===== src/rtl/patch_layout_address_generator_unit_defines.svh =====
// Assertion macros shared by the patch layout address generator RTL.
// Depends on nothing; users must have clk_i and rst_ni in scope.
`ifndef PATCH_LAYOUT_ADDRESS_GENERATOR_UNIT_DEFINES_SVH
`define PATCH_LAYOUT_ADDRESS_GENERATOR_UNIT_DEFINES_SVH

`ifndef SYNTHESIS

`define PLAG_ASSERT_IMPL(label, ante, cons) \
  label: assert property (@(posedge clk_i) disable iff (!rst_ni) (ante) |-> (cons)) \
    else $error("same-cycle check failed");

`define PLAG_ASSERT_NEXT(label, ante, cons) \
  label: assert property (@(posedge clk_i) disable iff (!rst_ni) (ante) |=> (cons)) \
    else $error("next-cycle check failed");

`else

`define PLAG_ASSERT_IMPL(label, ante, cons)

`define PLAG_ASSERT_NEXT(label, ante, cons)

`endif

`endif


===== src/rtl/plag_pkg.sv =====
// Package for the patch layout address generator: widths, limits,
// register indexes and reset values, and the tile count helper. No dependencies.
package plag_pkg;

  localparam int unsigned AddrW    = 34;
  localparam int unsigned CfgIdxW  = 3;
  localparam int unsigned CfgDataW = 11;

  localparam int unsigned NcW  = 7;   // channels register
  localparam int unsigned NfW  = 9;   // frames register
  localparam int unsigned NdW  = 11;  // height and width registers
  localparam int unsigned PszW = 3;   // tile size registers

  localparam int unsigned TtW  = 9;   // frame tile counter
  localparam int unsigned ThW  = 10;  // row tile counter
  localparam int unsigned TwW  = 10;  // column tile counter
  localparam int unsigned ChW  = 6;   // channel counter
  localparam int unsigned SubW = 2;   // sub-tile counters

  localparam logic [NcW-1:0]  MaxChannels = 7'd64;
  localparam logic [NdW-1:0]  MaxDim      = 11'd1024;
  localparam logic [PszW-1:0] MaxTile     = 3'd4;

  typedef enum logic [CfgIdxW-1:0] {
    REG_CHANNELS,
    REG_FRAMES,
    REG_HEIGHT,
    REG_WIDTH,
    REG_TILE_FRAMES,
    REG_TILE_ROWS,
    REG_TILE_COLS,
    REG_DIRECTION
  } cfg_reg_e;

  localparam logic [NcW-1:0]  RstChannels   = 7'd16;
  localparam logic [NfW-1:0]  RstFrames     = 9'd21;
  localparam logic [NdW-1:0]  RstHeight     = 11'd60;
  localparam logic [NdW-1:0]  RstWidth      = 11'd104;
  localparam logic [PszW-1:0] RstTileFrames = 3'd1;
  localparam logic [PszW-1:0] RstTileRows   = 3'd2;
  localparam logic [PszW-1:0] RstTileCols   = 3'd2;
  localparam logic            RstDirection  = 1'b0;

  // Number of whole tiles along one axis. The tile size is 0 to 4; division
  // by three uses a reciprocal that is exact for every dimension up to 1024.
  function automatic logic [NdW-1:0] tile_count(logic [NdW-1:0] dim, logic [PszW-1:0] size);
    logic [21:0] prod;
    logic [NdW-1:0] res;
    prod = 22'(dim) * 22'd683;
    case (size)
      3'd1:    res = dim;
      3'd2:    res = dim >> 1;
      3'd3:    res = prod[21:11];
      3'd4:    res = dim >> 2;
      default: res = '0;
    endcase
    return res;
  endfunction

endpackage


===== src/rtl/patch_layout_address_generator_unit.sv =====
// Patch layout address generator: walks a channel x frame x row x column
// tensor one element per input transfer and emits its plain-layout and
// patch-layout addresses. Depends on plag_pkg and the defines header.
//
// Input channel: in_valid_i/in_ready_o with restart_i; a set restart bit
// begins the walk at the first element before the address is produced.
// Output channel: out_valid_o/out_ready_i carrying spatial_address_o,
// patch_address_o, valid_res_o and last_o, one result per input transfer.
// Configuration: cfg_we_i writes cfg_data_i into register cfg_index_i; any
// write returns the walk to the first element.
// The rate is one item per cycle while the receiver does not stall. The walk
// counters step in the cycle of the transfer and the plain-layout address
// is built by three multiply-add stages.
// All stages advance together, so when the receiver stalls the whole
// pipeline holds and in_ready_o drops until the output register drains.
// Reset loads the register defaults and clears the walk and the pipeline.
`include "patch_layout_address_generator_unit_defines.svh"

module patch_layout_address_generator_unit (
  input  logic                           clk_i,
  input  logic                           rst_ni,
  input  logic                           cfg_we_i,
  input  logic [plag_pkg::CfgIdxW-1:0]   cfg_index_i,
  input  logic [plag_pkg::CfgDataW-1:0]  cfg_data_i,
  input  logic                           in_valid_i,
  output logic                           in_ready_o,
  input  logic                           restart_i,
  output logic                           out_valid_o,
  input  logic                           out_ready_i,
  output logic [plag_pkg::AddrW-1:0]     spatial_address_o,
  output logic [plag_pkg::AddrW-1:0]     patch_address_o,
  output logic                           valid_res_o,
  output logic                           last_o
);
  import plag_pkg::*;

  // Configuration registers.
  logic [NcW-1:0]  chan_reg_q;
  logic [NfW-1:0]  frames_reg_q;
  logic [NdW-1:0]  height_reg_q, width_reg_q;
  logic [PszW-1:0] tf_reg_q, tr_reg_q, tc_reg_q;
  logic            dir_reg_q;

  always_ff @(posedge clk_i or negedge rst_ni) begin
    if (!rst_ni) begin
      chan_reg_q   <= RstChannels;
      frames_reg_q <= RstFrames;
      height_reg_q <= RstHeight;
      width_reg_q  <= RstWidth;
      tf_reg_q     <= RstTileFrames;
      tr_reg_q     <= RstTileRows;
      tc_reg_q     <= RstTileCols;
      dir_reg_q    <= RstDirection;
    end else if (cfg_we_i) begin
      unique case (cfg_reg_e'(cfg_index_i))
        REG_CHANNELS:    chan_reg_q   <= cfg_data_i[NcW-1:0];
        REG_FRAMES:      frames_reg_q <= cfg_data_i[NfW-1:0];
        REG_HEIGHT:      height_reg_q <= cfg_data_i[NdW-1:0];
        REG_WIDTH:       width_reg_q  <= cfg_data_i[NdW-1:0];
        REG_TILE_FRAMES: tf_reg_q     <= cfg_data_i[PszW-1:0];
        REG_TILE_ROWS:   tr_reg_q     <= cfg_data_i[PszW-1:0];
        REG_TILE_COLS:   tc_reg_q     <= cfg_data_i[PszW-1:0];
        REG_DIRECTION:   dir_reg_q    <= cfg_data_i[0];
        default:         ;
      endcase
    end
  end

  // Saturated settings and tile counts.
  logic [NcW-1:0]  nc;
  logic [NdW-1:0]  nh, nw;
  logic [PszW-1:0] pt, ph, pw;
  logic [NdW-1:0]  tt_n, th_n, tw_n;
  logic            empty;

  assign nc   = (chan_reg_q > MaxChannels) ? MaxChannels : chan_reg_q;
  assign nh   = (height_reg_q > MaxDim) ? MaxDim : height_reg_q;
  assign nw   = (width_reg_q > MaxDim) ? MaxDim : width_reg_q;
  assign pt   = (tf_reg_q > MaxTile) ? MaxTile : tf_reg_q;
  assign ph   = (tr_reg_q > MaxTile) ? MaxTile : tr_reg_q;
  assign pw   = (tc_reg_q > MaxTile) ? MaxTile : tc_reg_q;
  assign tt_n = tile_count(NdW'(frames_reg_q), pt);
  assign th_n = tile_count(nh, ph);
  assign tw_n = tile_count(nw, pw);
  assign empty = (nc == '0) || (tt_n == '0) || (th_n == '0) || (tw_n == '0);

  // Handshake and pipeline enable.
  logic out_valid_q, v1_q, v2_q;
  logic en, accept;

  assign en         = !out_valid_q || out_ready_i;
  assign in_ready_o = en;
  assign accept     = in_valid_i && en;

  // Walk counters.
  logic [TtW-1:0]   tt_q, tt_d;
  logic [ThW-1:0]   th_q, th_d;
  logic [TwW-1:0]   tw_q, tw_d;
  logic [ChW-1:0]   ch_q, ch_d;
  logic [SubW-1:0]  st_q, st_d, sh_q, sh_d, sw_q, sw_d;
  logic [AddrW-1:0] lin_q, lin_d;

  // Counter values after an optional restart.
  logic [TtW-1:0]   tt_c;
  logic [ThW-1:0]   th_c;
  logic [TwW-1:0]   tw_c;
  logic [ChW-1:0]   ch_c;
  logic [SubW-1:0]  st_c, sh_c, sw_c;
  logic [AddrW-1:0] lin_c;

  assign tt_c  = restart_i ? '0 : tt_q;
  assign th_c  = restart_i ? '0 : th_q;
  assign tw_c  = restart_i ? '0 : tw_q;
  assign ch_c  = restart_i ? '0 : ch_q;
  assign st_c  = restart_i ? '0 : st_q;
  assign sh_c  = restart_i ? '0 : sh_q;
  assign sw_c  = restart_i ? '0 : sw_q;
  assign lin_c = restart_i ? '0 : lin_q;

  logic w_tt, w_th, w_tw, w_ch, w_st, w_sh, w_sw;
  logic i_tt, i_th, i_tw, i_ch, i_st, i_sh, i_sw;
  logic tile_step, is_last;

  assign w_tt = ({2'b0, tt_c} + 11'd1) >= tt_n;
  assign w_th = ({1'b0, th_c} + 11'd1) >= th_n;
  assign w_tw = ({1'b0, tw_c} + 11'd1) >= tw_n;
  assign w_ch = ({1'b0, ch_c} + 7'd1) >= nc;
  assign w_st = ({1'b0, st_c} + 3'd1) >= pt;
  assign w_sh = ({1'b0, sh_c} + 3'd1) >= ph;
  assign w_sw = ({1'b0, sw_c} + 3'd1) >= pw;

  assign is_last = (({2'b0, tt_c} + 11'd1) == tt_n) && (({1'b0, th_c} + 11'd1) == th_n) &&
                   (({1'b0, tw_c} + 11'd1) == tw_n) && (({1'b0, ch_c} + 7'd1) == nc) &&
                   (({1'b0, st_c} + 3'd1) == pt) && (({1'b0, sh_c} + 3'd1) == ph) &&
                   (({1'b0, sw_c} + 3'd1) == pw);

  // Carry chain inside a tile; the channel sits at the fast end when unpatchifying.
  always_comb begin
    if (dir_reg_q) begin
      i_ch      = 1'b1;
      i_sw      = w_ch;
      i_sh      = i_sw && w_sw;
      i_st      = i_sh && w_sh;
      tile_step = i_st && w_st;
    end else begin
      i_sw      = 1'b1;
      i_sh      = w_sw;
      i_st      = i_sh && w_sh;
      i_ch      = i_st && w_st;
      tile_step = i_ch && w_ch;
    end
  end

  assign i_tw = tile_step;
  assign i_th = i_tw && w_tw;
  assign i_tt = i_th && w_th;

  assign tt_d  = i_tt ? (w_tt ? '0 : tt_c + 1'b1) : tt_c;
  assign th_d  = i_th ? (w_th ? '0 : th_c + 1'b1) : th_c;
  assign tw_d  = i_tw ? (w_tw ? '0 : tw_c + 1'b1) : tw_c;
  assign ch_d  = i_ch ? (w_ch ? '0 : ch_c + 1'b1) : ch_c;
  assign st_d  = i_st ? (w_st ? '0 : st_c + 1'b1) : st_c;
  assign sh_d  = i_sh ? (w_sh ? '0 : sh_c + 1'b1) : sh_c;
  assign sw_d  = i_sw ? (w_sw ? '0 : sw_c + 1'b1) : sw_c;
  assign lin_d = lin_c + 1'b1;

  always_ff @(posedge clk_i or negedge rst_ni) begin
    if (!rst_ni) begin
      tt_q  <= '0;
      th_q  <= '0;
      tw_q  <= '0;
      ch_q  <= '0;
      st_q  <= '0;
      sh_q  <= '0;
      sw_q  <= '0;
      lin_q <= '0;
    end else if (cfg_we_i || (accept && (empty || is_last))) begin
      tt_q  <= '0;
      th_q  <= '0;
      tw_q  <= '0;
      ch_q  <= '0;
      st_q  <= '0;
      sh_q  <= '0;
      sw_q  <= '0;
      lin_q <= '0;
    end else if (accept) begin
      tt_q  <= tt_d;
      th_q  <= th_d;
      tw_q  <= tw_d;
      ch_q  <= ch_d;
      st_q  <= st_d;
      sh_q  <= sh_d;
      sw_q  <= sw_d;
      lin_q <= lin_d;
    end
  end

  // First stage: frame coordinate folded into channel * frames + frame.
  logic [NdW-1:0] f_pos;
  logic [11:0]    r_pos, c_pos;
  logic [15:0]    x1;

  assign f_pos = NdW'(tt_c) * NdW'(pt) + NdW'(st_c);
  assign r_pos = 12'(th_c) * 12'(ph) + 12'(sh_c);
  assign c_pos = 12'(tw_c) * 12'(pw) + 12'(sw_c);
  assign x1    = 16'(ch_c) * 16'(frames_reg_q) + 16'(f_pos);

  logic [15:0]      s1_x1_q;
  logic [11:0]      s1_r_q, s1_c_q, s2_c_q;
  logic [AddrW-1:0] s1_lin_q, s2_lin_q, out_lin_q;
  logic             s1_last_q, s2_last_q, out_last_q;
  logic             s1_vr_q, s2_vr_q, out_vr_q;
  logic [26:0]      x2, s2_x2_q;
  logic [37:0]      x3;
  logic [AddrW-1:0] out_sp_q;

  assign x2 = 27'(s1_x1_q) * 27'(nh) + 27'(s1_r_q);
  assign x3 = 38'(s2_x2_q) * 38'(nw) + 38'(s2_c_q);

  always_ff @(posedge clk_i or negedge rst_ni) begin
    if (!rst_ni) begin
      v1_q        <= 1'b0;
      v2_q        <= 1'b0;
      out_valid_q <= 1'b0;
    end else if (en) begin
      v1_q        <= accept;
      v2_q        <= v1_q;
      out_valid_q <= v2_q;
    end
  end

  always_ff @(posedge clk_i) begin
    if (en) begin
      // An empty walk carries zeros so that both addresses come out as zero.
      s1_x1_q   <= empty ? '0 : x1;
      s1_r_q    <= empty ? '0 : r_pos;
      s1_c_q    <= empty ? '0 : c_pos;
      s1_lin_q  <= empty ? '0 : lin_c;
      s1_last_q <= !empty && is_last;
      s1_vr_q   <= !empty;

      s2_x2_q   <= x2;
      s2_c_q    <= s1_c_q;
      s2_lin_q  <= s1_lin_q;
      s2_last_q <= s1_last_q;
      s2_vr_q   <= s1_vr_q;

      out_sp_q   <= x3[AddrW-1:0];
      out_lin_q  <= s2_lin_q;
      out_last_q <= s2_last_q;
      out_vr_q   <= s2_vr_q;
    end
  end

  assign out_valid_o       = out_valid_q;
  assign spatial_address_o = out_sp_q;
  assign patch_address_o   = out_lin_q;
  assign valid_res_o       = out_vr_q;
  assign last_o            = out_last_q;

  `PLAG_ASSERT_IMPL(a_last_has_element, out_valid_o && last_o, valid_res_o)
  `PLAG_ASSERT_IMPL(a_empty_is_zero, out_valid_o && !valid_res_o, (spatial_address_o == '0) && (patch_address_o == '0) && !last_o)
  `PLAG_ASSERT_NEXT(a_wrap_clears, accept && (empty || is_last), (lin_q == '0) && (ch_q == '0) && (tt_q == '0))
  `PLAG_ASSERT_IMPL(a_ready_when_drained, !out_valid_q, in_ready_o)
  `PLAG_ASSERT_IMPL(a_sub_col_in_tile, sw_q != '0, {1'b0, sw_q} < pw)

endmodule


===== config.mk =====
export PLATFORM = sky130hd
export DESIGN_NAME = patch_layout_address_generator_unit
export DESIGN_NICKNAME = d
export VERILOG_FILES = /design/src/rtl/plag_pkg.sv /design/src/rtl/patch_layout_address_generator_unit.sv
export VERILOG_INCLUDE_DIRS = /design/src /design/src/rtl
export SDC_FILE = /design/constraint.sdc
export NUM_CORES = 2
export LEC_CHECK = 0
export ABC_AREA = 1
export ABC_CLOCK_PERIOD_IN_PS = 19800
export BUFFER_PORTS_ARGS = -buffer_cell sky130_fd_sc_hd__buf_2
export CORE_UTILIZATION = 45
export DETAILED_ROUTE_END_ITERATION = 6
export PLACE_DENSITY = 0.66
export SETUP_SLACK_MARGIN = 0.5
export SLEW_MARGIN = 5
export SYNTH_ARGS = -nofsm -noshare
export SYNTH_HDL_FRONTEND = slang
export SYNTH_SLANG_ARGS = --single-unit

===== constraint.sdc =====
create_clock -name clk_i -period 19.8 [get_ports clk_i]
set_clock_uncertainty 0.2 [all_clocks]
set_input_delay 0.99 -clock clk_i [delete_from_list [all_inputs] [get_ports clk_i]]
set_output_delay 0.99 -clock clk_i [all_outputs]
set_load 0.1 [all_outputs]

==> flow_summary.yaml <==
status:
  status: "completed"
final_layout:
  syn2layout_area_growth_pct: 7.30
  stdcell_count: 6394
  nNetsFinal: 6105
  final_area_um2: 45100
  drive_above_1_share_pct: 4.95
  antennaDiodeCount: 0
cts:
  worst_skew_pair.late_latency_ns: 0.61
  clk_transition_reported_paths_ns: 0.07
  post_cts_buffers: 0
  cts_max_level: 2
  cts_max_path_buffers: 3
  hold_buffers: 0
  cts_tree: "built"
  cts.sinks: 347
  clock_tree.root_cell: "clkbuf_16"
  numCtsBuffers: 43
  cts_resized: 0
setup_path:
  cp_common_cell: "inv_1"
  cp-start-kind: "register"
  crit_path_top_delay_cell: "nor2_4"
  path_max_fanout: 38
  required_ns: 20.13
  crit_buf_inv: 8
  critPathMaxStageDelay_ns: 0.75
  crit_family: "adder cells"
  crit_arrival_ns: 8.82
  r2r_cells: 30
  reg2reg_slack_ns: 11.31
  reg2reg_from: "height_reg_q[10]$_DFFE_PN0P_"
  worst-setup-path-type: "register to register"
  reg2reg_to: "lin_q[33]$_DFFE_PN0P_"
  crit_path_end_kind: "register"
placement:
  dp_cells: 6314
  placed_cell_area_um2: 43600
  numPortBuffers: 91
  dp_hpwl_mm: 83.7
  place.gp.congestion: 0.944
yosys:
  synth.cell_area_um2: 42000
  postSynthCellCount: 5088
  synthArstFlopShare_pct: 36.3
  synthesis.nets: 6077
  synth_flop_cell: "edfxtp_1"
  synth_top_area_share_pct: 24.0
  ys_warn_count: 0
  synth_cell_types: 56
  synth.area.top_cells: "fa_1 (24%), edfxtp_1 (16%), ha_1 (14%)"
  synth_edf_count: 221
  ys_ff_latch: 347
  syn_area_per_cell_um2: 8.25
  seq_area_frac_synth_pct: 23.4
  synth_area_leader_cell: "fa_1"
grt:
  gr-total-overflow: 0
  grt_max_degree: 82
  grtUsageMet3_pct: 2.84
  grt_antenna_before_repair: 4
  grt_pass1_vias: 33300
  met2_usage_pct: 39.7
  grtUsageMet1_pct: 30.1
  grt_first_pass_wirelength_mm: 174
  grt_util_all_layers_pct: 23.0
  top_usage_layer: "met2"
routing:
  viasPerCell: 5.10
  drcViolationCount: 0
  vias: 32600
  dr.pass1.iters: 6
  wire_per_inst_um: 16.5
  ant_nets: 0
  drt_iter0_drc: 2399
  route.final.wire_length_mm: 105
sta:
  timing.hold.ws_ns: 0.210
  slew_viol_final: 0
  relSlewSlack_pct: 33.1
  tightestPinTransition_ns: 1.00
  rsz0062_at_grt: "no"
  min_period_ns: 8.49
  fmax_mhz: 118
  hold_violations: 0
  finalSetupTns_ns: 0
  setup_violations: 0
  fin_crit_sh_pct: 42.9
die:
  die_w_um: 307
  die-area_um2: 94500
  rows: 111
  initial_core_util_pct: 45.6
  ios: 92
  fp.coreArea_um2: 92100
  die_y_um: 307
run:
  drv_cap: 0
min_path:
  holdCritPathClass: "register to register"
  hp-start: "s2_lin_q[32]$_DFFE_PN_"
  hold_path_depth: 0
  hold_end: "patch_address_o[32]$_DFFE_PN_"
pwr:
  power.leakage_nw: 22.9
  peakVddDrop_mv: 0.115
  p_per_area_nw_per_um2: 163
report_power, final:
group          total (mW)  leakage [nW]  switching (mW)  internal (mW)
registers            1.32          4.03           0.189           1.14
clock network       0.802         0.692           0.351          0.451
logic                5.22          18.2            3.48           1.74
through the flow:
stage / worst slack [ns] / power, mW / utilization, %
CTS: 11.27 / 7.38 / 48.9
finish: 11.31 / 7.35 / 48.9
global route: 10.64 / 8.12 / 48.9
detailed placement: 11.29 / 6.54 / 47.4
floorplan: 12.27 / 5.36 / -
global placement: 11.39 / 6.43 / 47.4
cell usage in the layout (no fill, tap or decap), types with 13 or more instances in the layout:
cell type,Yosys,final
nand4_1,39,39
inv_2,18,19
buf_4,2,22
inv_1,1097,1095
xnor2_1,47,47
nand3_1,182,182
nor3_1,46,46
clkbuf_16,0,45
xor2_1,79,79
dfstp_2,14,14
a21oi_1,187,187
o21bai_1,13,13
nand2_1,1125,1124
fa_1,503,503
ha_1,466,466
dfrtp_1,112,112
o21ai_0,165,165
buf_2,10,90
nor2_1,470,470
edfxtp_1,221,221
o22ai_1,23,23
registers in the layout (all words and copies together), names as in the netlist, 6 cells and up:
register           cells
ch_q                   6
chan_reg_q             7
frames_reg_q           9
height_reg_q          11
lin_q                 34
patch_address_o       34
s1_c_q                12
s1_lin_q              34
s1_r_q                12
s1_x1_q               16
s2_c_q                12
s2_lin_q              34
s2_x2_q               27
spatial_address_o     34
th_q                  10
tt_q                   9
tw_q                  10
width_reg_q           11
kinds of logic (layout without fill, tap and decap cells):
logic type	Yosys count	in the layout	share of synthesized area, %
xor+xnor	126	126	2.63
mux	1	1	0.0268
simple gates	1927	1927	18.7
compound gates	463	463	6.10
buf+inv	1255	1318	11.4
flops	347	347	23.4
fa+ha+maj	969	969	37.9
synthesized netlist by cell type, drive strengths merged (2+ instances only):
library cell / number
o21bai: 14
o21a: 4
clkbuf: 73
o22ai: 23
edfxtp: 221
o21ai: 177
nand2: 1125
clkinv: 10
a21boi: 4
buf: 57
dfstp: 14
nor3: 46
and2: 2
nand3: 183
a31oi: 7
fa: 503
nor4: 13
a221oi: 3
nor2: 486
nand3b: 10
nor3b: 8
o221ai: 6
a21o: 9
xnor2: 47
dfrtp: 112
a22oi: 2
o2111ai: 4
a21oi: 188
xor2: 79
o211ai: 8
ha: 466
or2: 13
nand4: 39
and3: 2
o31ai: 2
a211oi: 9
inv: 1115
cell type report:
class	count	area [um2]
fillers	8806	47000
multi-input cells	3486	27400
flip-flops and latches	347	9810
inverters	1125	4230
well taps	1243	1560
clock buffers	58	1210
repair buffers	113	627
clock inverters	22	200
routing by layer:
| metal | up-vias | wire [um] |
|---|---|---|
| met5 | - | 27 |
| met4 | 4 | 2960 |
| met3 | 161 | 5590 |
| met2 | 940 | 50700 |
| met1 | 15700 | 46100 |
| li1 | 15800 | - |
worst max-delay path by stage:
stage / start / to / slack (ns) / cells past startpoint
6_report: height_reg_q[10]$_DFFE_PN0P_ / lin_q[33]$_DFFE_PN0P_ / 11.31 / 30
5_1_grt: height_reg_q[10]$_DFFE_PN0P_ / lin_q[26]$_DFFE_PN0P_ / 10.64 / 30
4_1_cts: height_reg_q[10]$_DFFE_PN0P_ / lin_q[7]$_DFFE_PN0P_ / 11.27 / 32
3_5_place_dp: height_reg_q[10]$_DFFE_PN0P_ / lin_q[7]$_DFFE_PN0P_ / 11.29 / 32
3_3_place_gp: height_reg_q[10]$_DFFE_PN0P_ / ch_q[0]$_DFFE_PN0P_ / 11.39 / 32
2_1_floorplan: out_ready_i / ch_q[1]$_DFFE_PN0P_ / 12.27 / 8
Note: power is estimated with default switching activity, not from simulation.
